File: src/sv/cbcs_pkg.sv
// ----------------------------------------------------------------------------
// cbcs_pkg
// shared widths, codes, reset values and types of the blob steering core
// ----------------------------------------------------------------------------
package cbcs_pkg;

  // field widths
  localparam int unsigned PIX_W      = 8;
  localparam int unsigned SIDE_CFG_W = 12;
  localparam int unsigned MARGIN_W   = 8;
  localparam int unsigned MINP_W     = 23;
  localparam int unsigned BAND_W     = 10;
  localparam int unsigned CENT_W     = 11;
  localparam int unsigned BLOB_W     = 23;
  localparam int unsigned CFG_IDX_W  = 3;
  localparam int unsigned CFG_DATA_W = 23;
  localparam int unsigned IN_DATA_W  = 3 * PIX_W;
  localparam int unsigned OUT_DATA_W = 48;

  // default largest frame side
  localparam int unsigned MAX_SIDE_DEF = 2048;

  // frame record queue depth
  localparam int unsigned QDEPTH = 2;

  // register reset values
  localparam logic [SIDE_CFG_W-1:0] FRAME_WIDTH_RST  = 12'd640;
  localparam logic [SIDE_CFG_W-1:0] FRAME_HEIGHT_RST = 12'd480;
  localparam logic [MARGIN_W-1:0]   COLOR_MARGIN_RST = 8'd100;
  localparam logic [MINP_W-1:0]     MIN_PIXELS_RST   = 23'd300;
  localparam logic [BAND_W-1:0]     CENTER_BAND_RST  = 10'd15;
  localparam logic [CENT_W-1:0]     PREV_X_RST       = 11'd320;

  typedef enum logic [CFG_IDX_W-1:0] {
    CFG_FRAME_WIDTH  = 3'd0,
    CFG_FRAME_HEIGHT = 3'd1,
    CFG_COLOR_MARGIN = 3'd2,
    CFG_MIN_PIXELS   = 3'd3,
    CFG_CENTER_BAND  = 3'd4
  } cfg_reg_e;

  typedef enum logic [2:0] {
    CMD_NONE  = 3'd0,
    CMD_FWD   = 3'd1,
    CMD_LFWD  = 3'd2,
    CMD_RFWD  = 3'd3,
    CMD_LEFT  = 3'd4,
    CMD_RIGHT = 3'd5
  } cmd_e;

  typedef enum logic [2:0] {
    BK_IDLE,
    BK_DIV,
    BK_STEER,
    BK_EMIT_FIRST,
    BK_EMIT_SECOND
  } back_state_e;

  typedef struct packed {
    logic [SIDE_CFG_W-1:0] frame_width;
    logic [SIDE_CFG_W-1:0] frame_height;
    logic [MARGIN_W-1:0]   color_margin;
  } front_cfg_t;

  typedef struct packed {
    logic [SIDE_CFG_W-1:0] frame_width;
    logic [MINP_W-1:0]     min_pixels;
    logic [BAND_W-1:0]     center_band;
  } steer_cfg_t;

  // last member sits in the lowest bits
  typedef struct packed {
    logic [BLOB_W-1:0] blob_pixels;
    logic [CENT_W-1:0] centroid_y;
    logic [CENT_W-1:0] centroid_x;
    cmd_e              command;
  } result_t;

  typedef struct packed {
    logic push;
    logic full;
  } rec_ctl_t;

endpackage

File: src/sv/cbcs_front.sv
// ----------------------------------------------------------------------------
// cbcs_front
// pixel side: colour test, raster position and exact blob sums per frame
// ----------------------------------------------------------------------------
module cbcs_front import cbcs_pkg::*; #(
  parameter int unsigned MAX_SIDE = MAX_SIDE_DEF,
  localparam int unsigned POS_W = $clog2(MAX_SIDE),
  localparam int unsigned CNT_W = $clog2(MAX_SIDE * MAX_SIDE + 1),
  localparam int unsigned SUM_W = CNT_W + POS_W
) (
  input  logic             clk_i,
  input  logic             rst_ni,
  input  front_cfg_t       cfg_i,
  input  logic             pix_valid_i,
  output logic             pix_ready_o,
  input  logic [PIX_W-1:0] red_i,
  input  logic [PIX_W-1:0] green_i,
  input  logic [PIX_W-1:0] blue_i,
  output rec_ctl_t         rec_ctl_o,
  input  logic             rec_full_i,
  output logic [SUM_W-1:0] rec_sum_cols_o,
  output logic [SUM_W-1:0] rec_sum_rows_o,
  output logic [CNT_W-1:0] rec_count_o
);

  localparam int unsigned CMP_W = SIDE_CFG_W + 1;
  localparam logic [CMP_W-1:0] MAX_SIDE_C = CMP_W'(MAX_SIDE);

  logic [POS_W-1:0] col_q, col_d, row_q, row_d;
  logic [SUM_W-1:0] sum_cols_q, sum_cols_d, sum_rows_q, sum_rows_d;
  logic [CNT_W-1:0] count_q, count_d;

  logic             hit, accept, col_last, row_last, frame_end;
  logic [CMP_W-1:0] w_eff, h_eff;
  logic [SUM_W-1:0] sum_cols_inc, sum_rows_inc;
  logic [CNT_W-1:0] count_inc;

  // clamp a side setting to 1..MAX_SIDE
  function automatic logic [CMP_W-1:0] clamp_side(input logic [SIDE_CFG_W-1:0] v);
    logic [CMP_W-1:0] ve;
    ve = CMP_W'(v);
    if (ve == '0) begin
      return CMP_W'(1);
    end else if (ve > MAX_SIDE_C) begin
      return MAX_SIDE_C;
    end else begin
      return ve;
    end
  endfunction

  always_comb begin
    hit = ({1'b0, red_i} >= ({1'b0, blue_i} + {1'b0, cfg_i.color_margin})) &&
          ({1'b0, red_i} >= ({1'b0, green_i} + {1'b0, cfg_i.color_margin}));
    accept    = pix_valid_i && !rec_full_i;
    w_eff     = clamp_side(cfg_i.frame_width);
    h_eff     = clamp_side(cfg_i.frame_height);
    col_last  = (CMP_W'(col_q) + CMP_W'(1)) >= w_eff;
    row_last  = (CMP_W'(row_q) + CMP_W'(1)) >= h_eff;
    frame_end = col_last && row_last;

    sum_cols_inc = sum_cols_q + (hit ? SUM_W'(col_q) : '0);
    sum_rows_inc = sum_rows_q + (hit ? SUM_W'(row_q) : '0);
    count_inc    = count_q + CNT_W'(hit);

    col_d      = col_q;
    row_d      = row_q;
    sum_cols_d = sum_cols_q;
    sum_rows_d = sum_rows_q;
    count_d    = count_q;
    if (accept) begin
      if (col_last) begin
        col_d = '0;
        row_d = row_last ? '0 : row_q + POS_W'(1);
      end else begin
        col_d = col_q + POS_W'(1);
      end
      // frame totals go to the queue, counters restart
      sum_cols_d = frame_end ? '0 : sum_cols_inc;
      sum_rows_d = frame_end ? '0 : sum_rows_inc;
      count_d    = frame_end ? '0 : count_inc;
    end
  end

  always_ff @(posedge clk_i or negedge rst_ni) begin
    if (!rst_ni) begin
      col_q      <= '0;
      row_q      <= '0;
      sum_cols_q <= '0;
      sum_rows_q <= '0;
      count_q    <= '0;
    end else begin
      col_q      <= col_d;
      row_q      <= row_d;
      sum_cols_q <= sum_cols_d;
      sum_rows_q <= sum_rows_d;
      count_q    <= count_d;
    end
  end

  assign pix_ready_o    = !rec_full_i;
  assign rec_ctl_o.push = accept && frame_end;
  assign rec_ctl_o.full = rec_full_i;
  assign rec_sum_cols_o = sum_cols_inc;
  assign rec_sum_rows_o = sum_rows_inc;
  assign rec_count_o    = count_inc;

endmodule

File: src/sv/cbcs_fifo.sv
// ----------------------------------------------------------------------------
// cbcs_fifo
// short queue of frame records between pixel side and steering side
// ----------------------------------------------------------------------------
module cbcs_fifo import cbcs_pkg::*; #(
  parameter int unsigned WIDTH = 8
) (
  input  logic             clk_i,
  input  logic             rst_ni,
  input  logic             push_i,
  input  logic [WIDTH-1:0] wdata_i,
  output logic             full_o,
  input  logic             pop_i,
  output logic             valid_o,
  output logic [WIDTH-1:0] rdata_o
);

  localparam int unsigned PTR_W = (QDEPTH > 1) ? $clog2(QDEPTH) : 1;
  localparam int unsigned FILL_W = $clog2(QDEPTH + 1);

  logic [WIDTH-1:0]  mem_q [QDEPTH];
  logic [PTR_W-1:0]  wr_ptr_q, wr_ptr_d, rd_ptr_q, rd_ptr_d;
  logic [FILL_W-1:0] fill_q, fill_d;
  logic              do_push, do_pop;

  function automatic logic [PTR_W-1:0] ptr_inc(input logic [PTR_W-1:0] p);
    return (p == PTR_W'(QDEPTH - 1)) ? '0 : p + PTR_W'(1);
  endfunction

  always_comb begin
    do_push  = push_i && !full_o;
    do_pop   = pop_i && valid_o;
    wr_ptr_d = do_push ? ptr_inc(wr_ptr_q) : wr_ptr_q;
    rd_ptr_d = do_pop ? ptr_inc(rd_ptr_q) : rd_ptr_q;
    fill_d   = fill_q + FILL_W'(do_push) - FILL_W'(do_pop);
  end

  always_ff @(posedge clk_i or negedge rst_ni) begin
    if (!rst_ni) begin
      wr_ptr_q <= '0;
      rd_ptr_q <= '0;
      fill_q   <= '0;
    end else begin
      wr_ptr_q <= wr_ptr_d;
      rd_ptr_q <= rd_ptr_d;
      fill_q   <= fill_d;
    end
  end

  always_ff @(posedge clk_i) begin
    if (do_push) begin
      mem_q[wr_ptr_q] <= wdata_i;
    end
  end

  assign full_o  = (fill_q == FILL_W'(QDEPTH));
  assign valid_o = (fill_q != '0);
  assign rdata_o = mem_q[rd_ptr_q];

endmodule

File: src/sv/cbcs_div.sv
// ----------------------------------------------------------------------------
// cbcs_div
// restoring divider, one quotient bit per cycle, quotient known to fit QUO_W
// ----------------------------------------------------------------------------
module cbcs_div import cbcs_pkg::*; #(
  parameter int unsigned NUM_W = 34,
  parameter int unsigned DEN_W = 23,
  parameter int unsigned QUO_W = 11
) (
  input  logic             clk_i,
  input  logic             rst_ni,
  input  logic             start_i,
  input  logic [NUM_W-1:0] num_i,
  input  logic [DEN_W-1:0] den_i,
  output logic             done_o,
  output logic [QUO_W-1:0] quo_o
);

  localparam int unsigned STEP_W = $clog2(QUO_W + 1);

  logic [NUM_W-1:0]  rem_q, den_q;
  logic [QUO_W-1:0]  quo_q;
  logic [STEP_W-1:0] step_q;
  logic              run_q, done_q, ge;

  assign ge = (rem_q >= den_q);

  always_ff @(posedge clk_i or negedge rst_ni) begin
    if (!rst_ni) begin
      run_q  <= 1'b0;
      done_q <= 1'b0;
      step_q <= '0;
    end else begin
      done_q <= 1'b0;
      if (start_i) begin
        run_q  <= 1'b1;
        step_q <= STEP_W'(QUO_W);
      end else if (run_q) begin
        step_q <= step_q - STEP_W'(1);
        if (step_q == STEP_W'(1)) begin
          run_q  <= 1'b0;
          done_q <= 1'b1;
        end
      end
    end
  end

  always_ff @(posedge clk_i) begin
    if (start_i) begin
      rem_q <= num_i;
      den_q <= NUM_W'(den_i) << (QUO_W - 1);
      quo_q <= '0;
    end else if (run_q) begin
      if (ge) begin
        rem_q <= rem_q - den_q;
      end
      den_q <= den_q >> 1;
      quo_q <= {quo_q[QUO_W-2:0], ge};
    end
  end

  assign done_o = done_q;
  assign quo_o  = quo_q;

endmodule

File: src/sv/cbcs_back.sv
// ----------------------------------------------------------------------------
// cbcs_back
// frame side: centroid division, steering decision and result register
// ----------------------------------------------------------------------------
module cbcs_back import cbcs_pkg::*; #(
  parameter int unsigned MAX_SIDE = MAX_SIDE_DEF,
  localparam int unsigned POS_W = $clog2(MAX_SIDE),
  localparam int unsigned CNT_W = $clog2(MAX_SIDE * MAX_SIDE + 1),
  localparam int unsigned SUM_W = CNT_W + POS_W
) (
  input  logic             clk_i,
  input  logic             rst_ni,
  input  steer_cfg_t       cfg_i,
  input  logic             rec_valid_i,
  output logic             rec_pop_o,
  input  logic [SUM_W-1:0] rec_sum_cols_i,
  input  logic [SUM_W-1:0] rec_sum_rows_i,
  input  logic [CNT_W-1:0] rec_count_i,
  output logic             res_valid_o,
  input  logic             res_ready_i,
  output result_t          res_data_o,
  output logic             res_last_o
);

  localparam int unsigned SG_W  = ((POS_W > SIDE_CFG_W) ? POS_W : SIDE_CFG_W) + 2;
  localparam int unsigned MIN_W = (CNT_W > MINP_W) ? CNT_W : MINP_W;

  back_state_e state_q, state_d;

  logic [CNT_W-1:0]  cnt_q;
  logic [POS_W-1:0]  quo_x, quo_y, cx_full, cy_full;
  logic              done_x, done_y;
  logic              div_start, steer_load, emit_first, emit_second, out_free;

  logic [CENT_W-1:0] cx_q, cy_q, prev_x_q;
  cmd_e              first_cmd_q, steer_cmd;
  logic              two_q, steer_two, turn_right_q, steer_set_turn, steer_turn;

  logic signed [SG_W-1:0] x_s, half_s, band_s, prev_s, lo_s, hi_s;
  logic                   lost;

  result_t res_q;
  logic    res_valid_q, res_last_q;

  // two dividers run side by side on the popped frame record
  cbcs_div #(.NUM_W(SUM_W), .DEN_W(CNT_W), .QUO_W(POS_W)) u_div_x (
    .clk_i   (clk_i),
    .rst_ni  (rst_ni),
    .start_i (div_start),
    .num_i   (rec_sum_cols_i),
    .den_i   (rec_count_i),
    .done_o  (done_x),
    .quo_o   (quo_x)
  );

  cbcs_div #(.NUM_W(SUM_W), .DEN_W(CNT_W), .QUO_W(POS_W)) u_div_y (
    .clk_i   (clk_i),
    .rst_ni  (rst_ni),
    .start_i (div_start),
    .num_i   (rec_sum_rows_i),
    .den_i   (rec_count_i),
    .done_o  (done_y),
    .quo_o   (quo_y)
  );

  assign out_free = !res_valid_q || res_ready_i;

  // next state
  always_comb begin
    state_d = state_q;
    case (state_q)
      BK_IDLE:        if (rec_valid_i) state_d = BK_DIV;
      BK_DIV:         if (done_x && done_y) state_d = BK_STEER;
      BK_STEER:       state_d = BK_EMIT_FIRST;
      BK_EMIT_FIRST:  if (out_free) state_d = two_q ? BK_EMIT_SECOND : BK_IDLE;
      BK_EMIT_SECOND: if (out_free) state_d = BK_IDLE;
      default:        state_d = BK_IDLE;
    endcase
  end

  // state outputs
  always_comb begin
    rec_pop_o   = 1'b0;
    div_start   = 1'b0;
    steer_load  = 1'b0;
    emit_first  = 1'b0;
    emit_second = 1'b0;
    case (state_q)
      BK_IDLE: begin
        rec_pop_o = rec_valid_i;
        div_start = rec_valid_i;
      end
      BK_STEER:       steer_load  = 1'b1;
      BK_EMIT_FIRST:  emit_first  = out_free;
      BK_EMIT_SECOND: emit_second = out_free;
      default: ;
    endcase
  end

  // steering rules on the fresh centroid
  always_comb begin
    cx_full = (cnt_q == '0) ? '0 : quo_x;
    cy_full = (cnt_q == '0) ? '0 : quo_y;
    x_s     = $signed(SG_W'(cx_full));
    half_s  = $signed(SG_W'(cfg_i.frame_width >> 1));
    band_s  = $signed(SG_W'(cfg_i.center_band));
    prev_s  = $signed(SG_W'(prev_x_q));
    lo_s    = half_s - band_s;
    hi_s    = half_s + band_s;
    lost    = MIN_W'(cnt_q) < MIN_W'(cfg_i.min_pixels);

    steer_two      = 1'b0;
    steer_set_turn = 1'b0;
    steer_turn     = turn_right_q;
    if (lost) begin
      steer_cmd = turn_right_q ? CMD_RIGHT : CMD_LEFT;
    end else if (x_s < hi_s && x_s > lo_s) begin
      steer_cmd = CMD_FWD;
    end else if (x_s < lo_s && (x_s - prev_s) > band_s) begin
      steer_cmd = CMD_LFWD;
    end else if (x_s > hi_s && (prev_s - x_s) > band_s) begin
      steer_cmd = CMD_RFWD;
    end else if (x_s < lo_s) begin
      steer_cmd      = CMD_LEFT;
      steer_two      = 1'b1;
      steer_set_turn = 1'b1;
      steer_turn     = 1'b0;
    end else if (x_s > hi_s) begin
      steer_cmd      = CMD_RIGHT;
      steer_two      = 1'b1;
      steer_set_turn = 1'b1;
      steer_turn     = 1'b1;
    end else begin
      // centroid sits exactly on a band edge
      steer_cmd = CMD_NONE;
    end
  end

  always_ff @(posedge clk_i or negedge rst_ni) begin
    if (!rst_ni) begin
      state_q      <= BK_IDLE;
      prev_x_q     <= PREV_X_RST;
      turn_right_q <= 1'b0;
      res_valid_q  <= 1'b0;
    end else begin
      state_q <= state_d;
      if (steer_load) begin
        prev_x_q <= CENT_W'(cx_full);
        if (steer_set_turn) begin
          turn_right_q <= steer_turn;
        end
      end
      if (emit_first || emit_second) begin
        res_valid_q <= 1'b1;
      end else if (res_ready_i) begin
        res_valid_q <= 1'b0;
      end
    end
  end

  always_ff @(posedge clk_i) begin
    if (div_start) begin
      cnt_q <= rec_count_i;
    end
    if (steer_load) begin
      cx_q        <= CENT_W'(cx_full);
      cy_q        <= CENT_W'(cy_full);
      first_cmd_q <= steer_cmd;
      two_q       <= steer_two;
    end
    if (emit_first || emit_second) begin
      res_q.command     <= emit_first ? first_cmd_q : CMD_FWD;
      res_q.centroid_x  <= cx_q;
      res_q.centroid_y  <= cy_q;
      res_q.blob_pixels <= BLOB_W'(cnt_q);
      res_last_q        <= emit_second || !two_q;
    end
  end

  assign res_valid_o = res_valid_q;
  assign res_data_o  = res_q;
  assign res_last_o  = res_last_q;

endmodule

File: src/sv/color_blob_centroid_steering_core.sv
// ----------------------------------------------------------------------------
// color_blob_centroid_steering_core
// red blob tracker: per-frame centroid of red pixels and steering commands
// ----------------------------------------------------------------------------
// Pixels arrive in raster order, one item per pixel, and are accepted one per
// cycle as long as the two-entry frame queue has room. A pixel counts as blob
// when red is at least color_margin above both green and blue. At the last
// pixel of a frame the exact column sum, row sum and blob count go into the
// queue; the back end then divides (one quotient bit per cycle in two
// parallel restoring dividers), makes the steering decision and
// emits one or two result items through the output register, which
// holds an item while m_axis_tready is low. The pixel side keeps
// running meanwhile and only stalls when two finished
// frames are still waiting. Results: turn toward the last turn when fewer
// than min_pixels blob pixels were seen, forward inside the center band,
// left/right forward when off center but already moving back, otherwise a
// turn item followed by a forward item; a centroid exactly on a band edge
// gives command none. tlast marks the final item of each frame. Registers
// (index: reset) are frame_width 0: 640, frame_height 1: 480,
// color_margin 2: 100, min_pixels 3: 300, center_band 4: 15; sides are
// clamped to 1..MAX_SIDE. Write them only while the block is idle.
// ----------------------------------------------------------------------------
module color_blob_centroid_steering_core import cbcs_pkg::*; #(
  parameter int unsigned MAX_SIDE = MAX_SIDE_DEF
) (
  input  logic                  clk_i,
  input  logic                  rst_ni,
  // pixel stream
  input  logic                  s_axis_tvalid,
  output logic                  s_axis_tready,
  input  logic [IN_DATA_W-1:0]  s_axis_tdata,   // red, green, blue
  // result stream
  output logic                  m_axis_tvalid,
  input  logic                  m_axis_tready,
  output logic [OUT_DATA_W-1:0] m_axis_tdata,   // command, centroid_x, centroid_y, blob_pixels
  output logic                  m_axis_tlast,   // last_of_frame
  // register writes
  input  logic                  cfg_valid_i,
  output logic                  cfg_ready_o,
  input  logic [CFG_IDX_W-1:0]  cfg_index_i,
  input  logic [CFG_DATA_W-1:0] cfg_data_i
);

  localparam int unsigned POS_W = $clog2(MAX_SIDE);
  localparam int unsigned CNT_W = $clog2(MAX_SIDE * MAX_SIDE + 1);
  localparam int unsigned SUM_W = CNT_W + POS_W;
  localparam int unsigned REC_W = 2 * SUM_W + CNT_W;

  // configuration registers
  logic [SIDE_CFG_W-1:0] frame_width_q, frame_height_q;
  logic [MARGIN_W-1:0]   color_margin_q;
  logic [MINP_W-1:0]     min_pixels_q;
  logic [BAND_W-1:0]     center_band_q;

  front_cfg_t front_cfg;
  steer_cfg_t steer_cfg;

  // frame record path
  rec_ctl_t         rec_ctl;
  logic             rec_full, rec_valid, rec_pop;
  logic [SUM_W-1:0] fr_sum_cols, fr_sum_rows, bk_sum_cols, bk_sum_rows;
  logic [CNT_W-1:0] fr_count, bk_count;
  logic [REC_W-1:0] rec_rdata;

  result_t res_data;

  // register file, always ready
  assign cfg_ready_o = 1'b1;

  always_ff @(posedge clk_i or negedge rst_ni) begin
    if (!rst_ni) begin
      frame_width_q  <= FRAME_WIDTH_RST;
      frame_height_q <= FRAME_HEIGHT_RST;
      color_margin_q <= COLOR_MARGIN_RST;
      min_pixels_q   <= MIN_PIXELS_RST;
      center_band_q  <= CENTER_BAND_RST;
    end else if (cfg_valid_i) begin
      case (cfg_index_i)
        CFG_FRAME_WIDTH:  frame_width_q  <= cfg_data_i[SIDE_CFG_W-1:0];
        CFG_FRAME_HEIGHT: frame_height_q <= cfg_data_i[SIDE_CFG_W-1:0];
        CFG_COLOR_MARGIN: color_margin_q <= cfg_data_i[MARGIN_W-1:0];
        CFG_MIN_PIXELS:   min_pixels_q   <= cfg_data_i[MINP_W-1:0];
        CFG_CENTER_BAND:  center_band_q  <= cfg_data_i[BAND_W-1:0];
        default: ;  // unknown index, write dropped
      endcase
    end
  end

  assign front_cfg.frame_width  = frame_width_q;
  assign front_cfg.frame_height = frame_height_q;
  assign front_cfg.color_margin = color_margin_q;
  assign steer_cfg.frame_width  = frame_width_q;
  assign steer_cfg.min_pixels   = min_pixels_q;
  assign steer_cfg.center_band  = center_band_q;

  // pixel side
  cbcs_front #(.MAX_SIDE(MAX_SIDE)) u_front (
    .clk_i          (clk_i),
    .rst_ni         (rst_ni),
    .cfg_i          (front_cfg),
    .pix_valid_i    (s_axis_tvalid),
    .pix_ready_o    (s_axis_tready),
    .red_i          (s_axis_tdata[PIX_W-1:0]),
    .green_i        (s_axis_tdata[2*PIX_W-1:PIX_W]),
    .blue_i         (s_axis_tdata[3*PIX_W-1:2*PIX_W]),
    .rec_ctl_o      (rec_ctl),
    .rec_full_i     (rec_full),
    .rec_sum_cols_o (fr_sum_cols),
    .rec_sum_rows_o (fr_sum_rows),
    .rec_count_o    (fr_count)
  );

  // frame record queue
  cbcs_fifo #(.WIDTH(REC_W)) u_fifo (
    .clk_i   (clk_i),
    .rst_ni  (rst_ni),
    .push_i  (rec_ctl.push),
    .wdata_i ({fr_sum_cols, fr_sum_rows, fr_count}),
    .full_o  (rec_full),
    .pop_i   (rec_pop),
    .valid_o (rec_valid),
    .rdata_o (rec_rdata)
  );

  assign bk_sum_cols = rec_rdata[REC_W-1:SUM_W+CNT_W];
  assign bk_sum_rows = rec_rdata[SUM_W+CNT_W-1:CNT_W];
  assign bk_count    = rec_rdata[CNT_W-1:0];

  // steering side
  cbcs_back #(.MAX_SIDE(MAX_SIDE)) u_back (
    .clk_i          (clk_i),
    .rst_ni         (rst_ni),
    .cfg_i          (steer_cfg),
    .rec_valid_i    (rec_valid),
    .rec_pop_o      (rec_pop),
    .rec_sum_cols_i (bk_sum_cols),
    .rec_sum_rows_i (bk_sum_rows),
    .rec_count_i    (bk_count),
    .res_valid_o    (m_axis_tvalid),
    .res_ready_i    (m_axis_tready),
    .res_data_o     (res_data),
    .res_last_o     (m_axis_tlast)
  );

  assign m_axis_tdata = res_data;

endmodule

File: config.mk
export PLATFORM = sky130hd
export DESIGN_NAME = color_blob_centroid_steering_core
export DESIGN_NICKNAME = d
export VERILOG_FILES = /design/src/sv/cbcs_pkg.sv /design/src/sv/cbcs_front.sv /design/src/sv/cbcs_fifo.sv /design/src/sv/cbcs_div.sv /design/src/sv/cbcs_back.sv /design/src/sv/color_blob_centroid_steering_core.sv
export SDC_FILE = /design/constraint.sdc
export NUM_CORES = 1
export LEC_CHECK = 0
export ABC_AREA = 1
export BUFFER_PORTS_ARGS = -buffer_cell sky130_fd_sc_hd__clkbuf_2
export CORE_UTILIZATION = 59
export CTS_CLUSTER_DIAMETER = 200
export DETAILED_ROUTE_END_ITERATION = 12
export GPL_TIMING_DRIVEN = 0
export PLACE_DENSITY = 0.84
export SLEW_MARGIN = 20
export SYNTH_ARGS = -nofsm -noshare
export SYNTH_HDL_FRONTEND = slang
export SYNTH_SLANG_ARGS = --single-unit
export TNS_END_PERCENT = 1
File: constraint.sdc
create_clock -name clk_i -period 19 [get_ports clk_i]
set_clock_uncertainty 0.05 [all_clocks]
set_input_delay 1.9 -clock clk_i [delete_from_list [all_inputs] [get_ports clk_i]]
set_output_delay 1.9 -clock clk_i [all_outputs]
set_load 0.02 [all_outputs]
# Word level (Yosys, flattened, before mapping)
# Memory sizes are Yosys's and may differ from the RTL's.
# Index checks and enable logic that the tools add are counted.
# classes
add_sub_neg	21
order_cmp	15
n_eq_ne	15
mux	69
n_bitwise	4
reduce_logical	38
# op_table
op	count
$mux W34	8
$mux W33	4
$add A34 B34 Y34	2
$ge A34 B33 Y1	2
$sub A34 B33 Y34	2
$mux W11	5
$mux W12	3
$mux W3	11
$mux W1	31
$gt A12 B14 Y1	2
$gt A14 B11 Y1	2
$lt A12 B14 Y1	2
$add A11 B1 Y12 const B	2
$gt A12 B12 Y1 const B	2
$logic_not A12 Y1	2
$sub A11 B11 Y12	2
$add A23 B1 Y23	1
$logic_not A23 Y1	1
$lt A23 B23 Y1	1
$mux W23	1
$add A11 B1 Y11 const B	2
$add A8 B8 Y9	2
$ge A8 B9 Y1	2
$mux W4	4
other kinds (25)	66
# word_totals
register_bits	464
ramBits	182
out_inout_bits	52
mem_count	1
# mem_list
memory	words	word_bits	rd	rd_ports_with_merged_regs	write_ports	line	text
u_fifo.mem_q	2	91	1	0	1	cbcs_fifo.sv:21	logic [WIDTH-1:0] mem_q [QDEPTH];

# Depth between registers and ports, before layout
# Gate-level depths: netlist of the first run.
# logic_depth
ltp_word	10
depth_mapped	34

# Cells and area by module
# From an unflattened synthesis of the first run, not the netlist that was laid out.
# hier_totals
cells_unflattened	4698
hier_area_um2	38433.1
# by_module_without_submodules
mod	n_inst	cells_each	area_each_um2	seq_area_each_um2
cbcs_front	1	1527	10177.3	2827.7
cbcs_back	1	773	7354.6	3345.7
cbcs_fifo	1	508	6866.6	5565.3
cbcs_div at u_back.u_div_x	1	799	5756.8	2282.2
cbcs_div at u_back.u_div_y	1	797	5670.4	2282.2
color_blob_centroid_steering_core	1	294	2607.5	1647.8

# Least setup slack after synthesis of the first run
# OpenSTA, ideal clock, no wires.
# synth_timing
kind	input-to-reg
from	in s_axis_tvalid
to	mem u_fifo.mem_q[0][0] in the netlist's numbering, enable pin
setup_time_ps	541
t_arrival_ps	6142
required_time_ps	18409
slack_ps	12266
stages	6
path_buffers	0
path_cell_list	nand2_1 > inv_1 > nand2_1 > inv_1 > nand2_1 > nor2_1
# synth_between
elab_chain_len	5
# synth_rtl
element	line	text
start, declared	color_blob_centroid_steering_core.sv:29	input logic s_axis_tvalid,
$logic_and A1 B1 Y1	cbcs_front.sv:54	accept = pix_valid_i && !rec_full_i;
$logic_and A1 B1 Y1	cbcs_front.sv:101	assign rec_ctl_o.push = accept && frame_end;
$logic_and A1 B1 Y1	cbcs_fifo.sv:31	do_push = push_i && !full_o;
$mux W1	cbcs_fifo.sv:51	if (do_push) begin
$mux W1 (implied by the code)	cbcs_fifo.sv:52	mem_q[wr_ptr_q] <= wdata_i;
end, declared	cbcs_fifo.sv:21	
# No other way between the ends.

# Final worst setup path of the first run
# layout_timing
from	in s_axis_tdata[8]
to	reg u_front.sum_cols_q[22]
# layout_between
elab_chain_len	6
# layout_rtl
element	line	text
start, declared	color_blob_centroid_steering_core.sv:31	input logic [IN_DATA_W-1:0] s_axis_tdata,
$add A8 B8 Y9	cbcs_front.sv:53	({1'b0, red_i} >= ({1'b0, green_i} + {1'b0, cfg_i.color_margin}));
$ge A8 B9 Y1	cbcs_front.sv:53	
$logic_and A1 B1 Y1	cbcs_front.sv:52	hit = ({1'b0, red_i} >= ({1'b0, blue_i} + {1'b0, cfg_i.color_margin})) &&
$mux W11	cbcs_front.sv:61	sum_cols_inc = sum_cols_q + (hit ? SUM_W'(col_q) : '0);
$add A34 B34 Y34	cbcs_front.sv:61	
net fr_sum_cols[22]	color_blob_centroid_steering_core.sv:61	logic [SUM_W-1:0] fr_sum_cols, fr_sum_rows, bk_sum_cols, bk_sum_rows;
$mux W34	cbcs_front.sv:78	sum_cols_d = frame_end ? '0 : sum_cols_inc;
end signal, assigned	cbcs_front.sv:94	sum_cols_q <= sum_cols_d;
end, declared	cbcs_front.sv:30	logic [SUM_W-1:0] sum_cols_q, sum_cols_d, sum_rows_q, sum_rows_d;
# The timed path passes the listed nets, and every way through them passes these cells.
# A chain may end at the register's enable or synchronous reset.

==> impl_metrics.yaml, run 1 <==
run_status:
  status: "completed"
detailed_routing:
  vias: 29300
  drc: 0
  antenna_left: 0
  dr.pass1.iters: 7
  drtIter0Drc: 3391
  wl_um: 99900
  viasPerCell: 5.87
  wire_per_inst_um: 20.0
placement:
  io_buffers: 105
  routabilityCongestion: 1.02
  place_area_sq_mm: 0.0380
  hpwl_um: 75300
logic_synthesis:
  synthFlopType: "edfxtp_1"
  async_reset_ff_share_pct: 32.5
  ys_types: 75
  synth_nets: 4286
  synth_top_area_share_pct: 32.8
  yosys.area.top_type: "edfxtp_1"
  synth_warnings: 0
  synthCells: 3965
  syn_avg_cell_area_sq_um: 9.09
  synth_seq_area_share_pct: 49.8
  ys_ff_latch: 646
  synthTopCellsByArea: "edfxtp_1 (33%), dfrtp_1 (13%), nand2_1 (9.9%), ha_1 (8.9%), inv_1 (5.3%)"
  synthesis.area_sq_mm: 0.0361
  synth_edf_count: 394
setup_path:
  path_class: "in -> reg"
  cp_common_cell: "nand2_2"
  endpoint: "u_front.sum_cols_q[22]"
  endpoint_kind: "flop"
  r2r-start: "color_margin_q[0]"
  crit_fanout: 10
  cpPeakStageDelay_ns: 0.41
  r2r_cells: 30
  crit_arrival_ns: 6.81
  critPathRequiredTime_ns: 19.49
  r2r-end: "u_front.sum_cols_q[22]"
  crit_slowest_cell: "fa_1"
  critPathLaunch: "s_axis_tdata[8]"
  rrSetupSlack_ns: 13.65
  start_kind: "input port"
clocking:
  insertion_delay_ns: 0.62
  path_clk_slew_ns: 0.06
  h-tree-depth: 3
  post_cts_buffers: 0
  cts_buffer_depth: 3
  cts_sinks: 646
  cts_resized: 0
  cts_hold_buf: 0
  cts_root_buffer: "clkbuf_16"
  numCtsBuffers: 70
  tritoncts: "built"
sta:
  slew_violations: 0
  fmax_ghz: 0.158
  setup_violations: 0
  hold_viol: 0
  tightest_slew_ns: 1.22
  min_period_over_period_pct: 33.2
  rsz0062_at_grt: "false"
  finalCriticalPeriod_ns: 6.32
  setup_tns_ns: 0
  slew_headroom_pct: 17.9
global_route:
  grt_max_degree: 83
  overflow: 0
  track_usage_pct: 32.0
  grt_pass1_wl_um: 153000
  antenna_found_initial: 0
  first_global_vias: 28200
worst_hold_path:
  min_from: "u_back.cx_q[5]"
  hold_path_class: "reg -> reg"
die:
  die_area_sq_mm: 0.0621
  die_w_um: 249
  start_util_pct: 59.7
  pin_count: 107
  core_area_sq_mm: 0.0604
  rows: 90
  fp.dieH_um: 249
layout:
  layout-drive-gt1-share_pct: 9.05
  nNetsFinal: 4477
  num-fill-cells: 4449
  insertedDiodeCount: 0
  post-route-util_pct: 66.9
  final_cell_mix: "nand2_1 (952), inv_1 (509), edfxtp_1 (394)"
  layout_commonest_cell: "nand2_1"
  postLayoutCellArea_sq_mm: 0.0404
  area_growth_pct: 12.0
power_and_ir_drop:
  powerDensity_mw_per_mm2: 196
  power.leakage_nw: 18.3
  ir_drop_v: 0.0000846
run:
  maxCapViolCount: 0
## through the flow
step | total power, mW | worst slack, ns | std cells | hold slack [ns]
floorplan | 5.15 | 12.27 | 3965 | 0.350
global placement | 6.19 | 9.96 | 4852 | 0.351
detailed placement | 6.35 | 12.15 | 4866 | 0.355
CTS | 7.83 | 12.77 | 4994 | 0.365
global route | 8.44 | 12.28 | 4994 | 0.371
finish | 7.94 | 12.68 | 4994 | 0.365
## logic make-up (layout without fill, tap and decap cells)
logic type / after synthesis / count (layout) / synth area share [%]
adder cells (fa/ha/maj): 266 / 266 / 9.42
AO/OA/AOI/OAI: 753 / 753 / 12.3
other: 1 / 1 / 0.0104
buffers and inverters: 630 / 877 / 6.70
AND/OR/NAND/NOR: 1486 / 1486 / 17.2
XOR/XNOR: 178 / 178 / 4.39
multiplexers: 5 / 5 / 0.139
flip-flops: 646 / 646 / 49.8
## cells in the mapped netlist, types with 5 or more instances
library cell / n
nand2_1: 954
inv_1: 509
edfxtp_1: 394
o21ai_0: 280
ha_1: 257
nor2_1: 249
a21oi_1: 232
dfrtp_1: 191
xor2_1: 139
nand3_1: 98
clkbuf_1: 76
nor3_1: 51
o31ai_1: 49
nand4_1: 44
dfxtp_1: 42
a21o_1: 38
xnor2_1: 36
a22o_1: 27
buf_2: 25
dfstp_2: 19
nand2_2: 19
a31oi_1: 18
o211ai_1: 16
o21bai_1: 15
nor4_1: 14
o22ai_1: 14
or2_2: 12
nor2_2: 11
fa_1: 9
a21oi_2: 8
a211oi_1: 7
inv_2: 7
o21ai_2: 7
nand3b_1: 6
o21a_1: 6
o21ai_1: 6
clkbuf_2: 5
mux2i_1: 5
nor2_4: 5
## worst max-delay path, delay by kind of cell
kind            cells  cell delay (ns)
fa+ha+maj           5             1.56
simple gates       14             1.41
compound gates      7             1.02
xor+xnor            2             0.47
buf+inv             3             0.46
## state kept, by name, summed over array words and instances, names as in the netlist, 8 cells and up
register              flops
u_fifo.mem_q            182
u_back.res_data_o        48
u_back.u_div_x.rem_q     34
u_back.u_div_y.rem_q     34
u_front.sum_cols_q       34
u_front.sum_rows_q       34
u_back.u_div_x.den_q     33
u_back.u_div_y.den_q     33
min_pixels_q             23
u_back.cnt_q             23
u_front.count_q          23
frame_height_q           12
frame_width_q            12
u_back.cx_q              11
u_back.cy_q              11
u_back.prev_x_q          11
u_back.u_div_x.quo_o     11
u_back.u_div_y.quo_o     11
u_front.col_q            11
u_front.row_q            11
center_band_q            10
color_margin_q            8
## power by group
| group | switching, mW | internal [mW] |
|---|---|---|
| combinational | 2.76 | 1.37 |
| clock | 0.581 | 0.861 |
| sequential | 0.230 | 2.13 |
| total | 3.57 | 4.36 |
## per-layer routing
metal  GRT usage [%]  routed length (um)  vias up
met5               0                   0        -
li1                -                   -    13700
met2            51.3               45600     1423
met3            5.15                9370      260
met4            14.2                4430        0
met1            43.2               40500    13900
## layout make-up
class,count,area (sq um),area share (%)
clock inverter,38,499,1.24
inverter,518,1950,4.82
buffer,112,472,1.17
multi-input combinational,2689,15700,38.9
sequential,646,18000,44.4
clock buffer,90,1930,4.78
tap,782,978,2.42
timing repair buffer,119,897,2.22
## how the worst min path moves through the flow
stage	end	slack, ns	cells after the start
final	u_back.res_data_o[8]	0.37	0
after global routing	u_back.res_data_o[7]	0.37	0
after CTS	u_back.res_data_o[8]	0.37	0
after detailed placement	u_back.res_data_o[12]	0.35	0
after global placement	u_back.res_data_o[23]	0.35	0
after floorplan	u_back.res_data_o[10]	0.35	0
Power figures use the tool's default switching activity.
==> run 2, diff against run 1 <==
==> constraint.sdc (replaced) <==
create_clock -name clk_i -period 5.85 [get_ports clk_i]
set_clock_uncertainty 0.05 [all_clocks]
set_input_delay 0.585 -clock clk_i [delete_from_list [all_inputs] [get_ports clk_i]]
set_output_delay 0.585 -clock clk_i [all_outputs]
set_load 0.02 [all_outputs]
==> impl_metrics.yaml, run 2 (same netlist as run 1, synthesis figures left out) <==
layout:
  insertedDiodeCount: 0
  largest_reg_flops: 182
  layout-drive-gt1-share_pct: 9.04
  area_growth_pct: 12.1
  final_cell_mix: "nand2_1 (952), inv_1 (509), edfxtp_1 (394)"
  largest_register: "u_fifo.mem_q"
  num-fill-cells: 4451
  layout_commonest_cell: "nand2_1"
  nNetsFinal: 4478
detailed_routing:
  antenna_left: 0
  wl_um: 99800
  viasPerCell: 5.86
  wire_per_inst_um: 20.0
  dr.pass1.iters: 8
  vias: 29300
  drc: 0
  drtIter0Drc: 3453
global_route:
  grt_max_degree: 83
  antenna_found_initial: 0
  overflow: 0
  track_usage_pct: 32.0
  grt_pass1_wl_um: 153000
  first_global_vias: 28200
die:
  rows: 90
  pin_count: 107
  die_area_sq_mm: 0.0621
  fp.dieH_um: 249
  die_w_um: 249
  start_util_pct: 59.7
  core_area_sq_mm: 0.0604
sta:
  setup_tns_ns: 0
  rsz0062_at_grt: "false"
  slew_violations: 0
  tightest_slew_ns: 1.16
  setup_ws_ns: 0.504
  setup_violations: 0
  hold_viol: 0
  finalCriticalPeriod_ns: 5.35
  min_period_over_period_pct: 91.4
  fmax_ghz: 0.187
  slew_headroom_pct: 21.9
placement:
  hpwl_um: 75300
  io_buffers: 105
  routabilityCongestion: 1.02
  post-place-ws_ns: 0.313
setup_path:
  critPathRequiredTime_ns: 6.34
  start_kind: "flop"
  crit_slowest_cell: "dfrtp_1"
  endpoint_kind: "flop"
  cpPeakStageDelay_ns: 0.41
  cp_common_cell: "nand2_2"
  critPathLaunch: "color_margin_q[0]"
  r2r-start: "color_margin_q[0]"
  path_class: "reg -> reg"
  crit_arrival_ns: 5.83
  crit_fanout: 10
clocking:
  h-tree-depth: 3
  tritoncts: "built"
  path_clk_slew_ns: 0.06
  cts_buffer_depth: 3
  cts_sinks: 646
  insertion_delay_ns: 0.62
  post_cts_buffers: 0
  cts_root_buffer: "clkbuf_16"
  numCtsBuffers: 70
  cts_hold_buf: 1
  cts_resized: 0
power_and_ir_drop:
  power.total_mw: 25.8
  ir_drop_v: 0.000275
  power.leakage_nw: 18.3
  powerDensity_mw_per_mm2: 637
run:
  maxCapViolCount: 0
run_status:
  status: "completed"
worst_hold_path:
  min_from: "cfg_data_i[22]"
  hold_path_class: "in -> reg"
run 2: cell types whose count changed in the layout (fill, tap and decap cells not counted):
cell,before,now
dlygate4sd3_1,0,1
run 2: worst paths after layout:
| path | endpoint | slack (ns) | cells past startpoint |
|---|---|---|---|
| max in group asynchronous | u_back.prev_x_q[6] | 4.08 | 4 |
| max | u_front.sum_cols_q[22] | 0.50 | 30 |
| min reg2reg | u_back.res_data_o[8] | 0.36 | 0 |
| min | min_pixels_q[22] | 0.21 | 3 |
| max reg2reg | u_front.sum_cols_q[22] | 0.50 | 30 |
| min in group asynchronous | color_margin_q[7] | 0.45 | 2 |
run 2: final cells by class:
type | count | area (sq um) | share of cell area (%)
clock inverter | 38 | 499 | 1.24
clock buffer | 90 | 1930 | 4.77
multi-input combinational | 2689 | 15700 | 38.9
sequential | 646 | 18000 | 44.4
inverter | 518 | 1950 | 4.81
timing repair buffer | 120 | 907 | 2.24
tap | 782 | 978 | 2.42
buffer | 112 | 472 | 1.17
run 2: layer usage:
metal	track usage [%]	part of all wire, %
met2	51.3	46
met4	14.2	4.4
met5	0	0
met1	43.2	40
met3	5.15	9.6
run 2: stage by stage:
step	cell area [sq um]	instances	hold WS [ns]	utilization [%]
after floorplan	36100	3965	0.239	-
after global placement	37600	4852	0.351	62.2
after detailed placement	38000	4866	0.355	62.9
after CTS	40400	4995	0.177	66.9
after global routing	40400	4995	0.224	66.9
final	40400	4995	0.213	66.9
run 2: worst max-delay path, delay by kind of cell (launching register included):
| family | cells | cell delay, ns |
|---|---|---|
| compound gates | 7 | 1.02 |
| flops | 1 | 0.41 |
| xor+xnor | 2 | 0.47 |
| simple gates | 14 | 1.41 |
| fa+ha+maj | 5 | 1.57 |
| buf+inv | 2 | 0.37 |
run 2: where the power goes:
| part | switching, mW | leakage (nW) | internal, mW |
|---|---|---|---|
| combinational | 8.96 | 10.3 | 4.46 |
| clock | 1.89 | 1.16 | 2.80 |
| sequential | 0.747 | 6.84 | 6.91 |
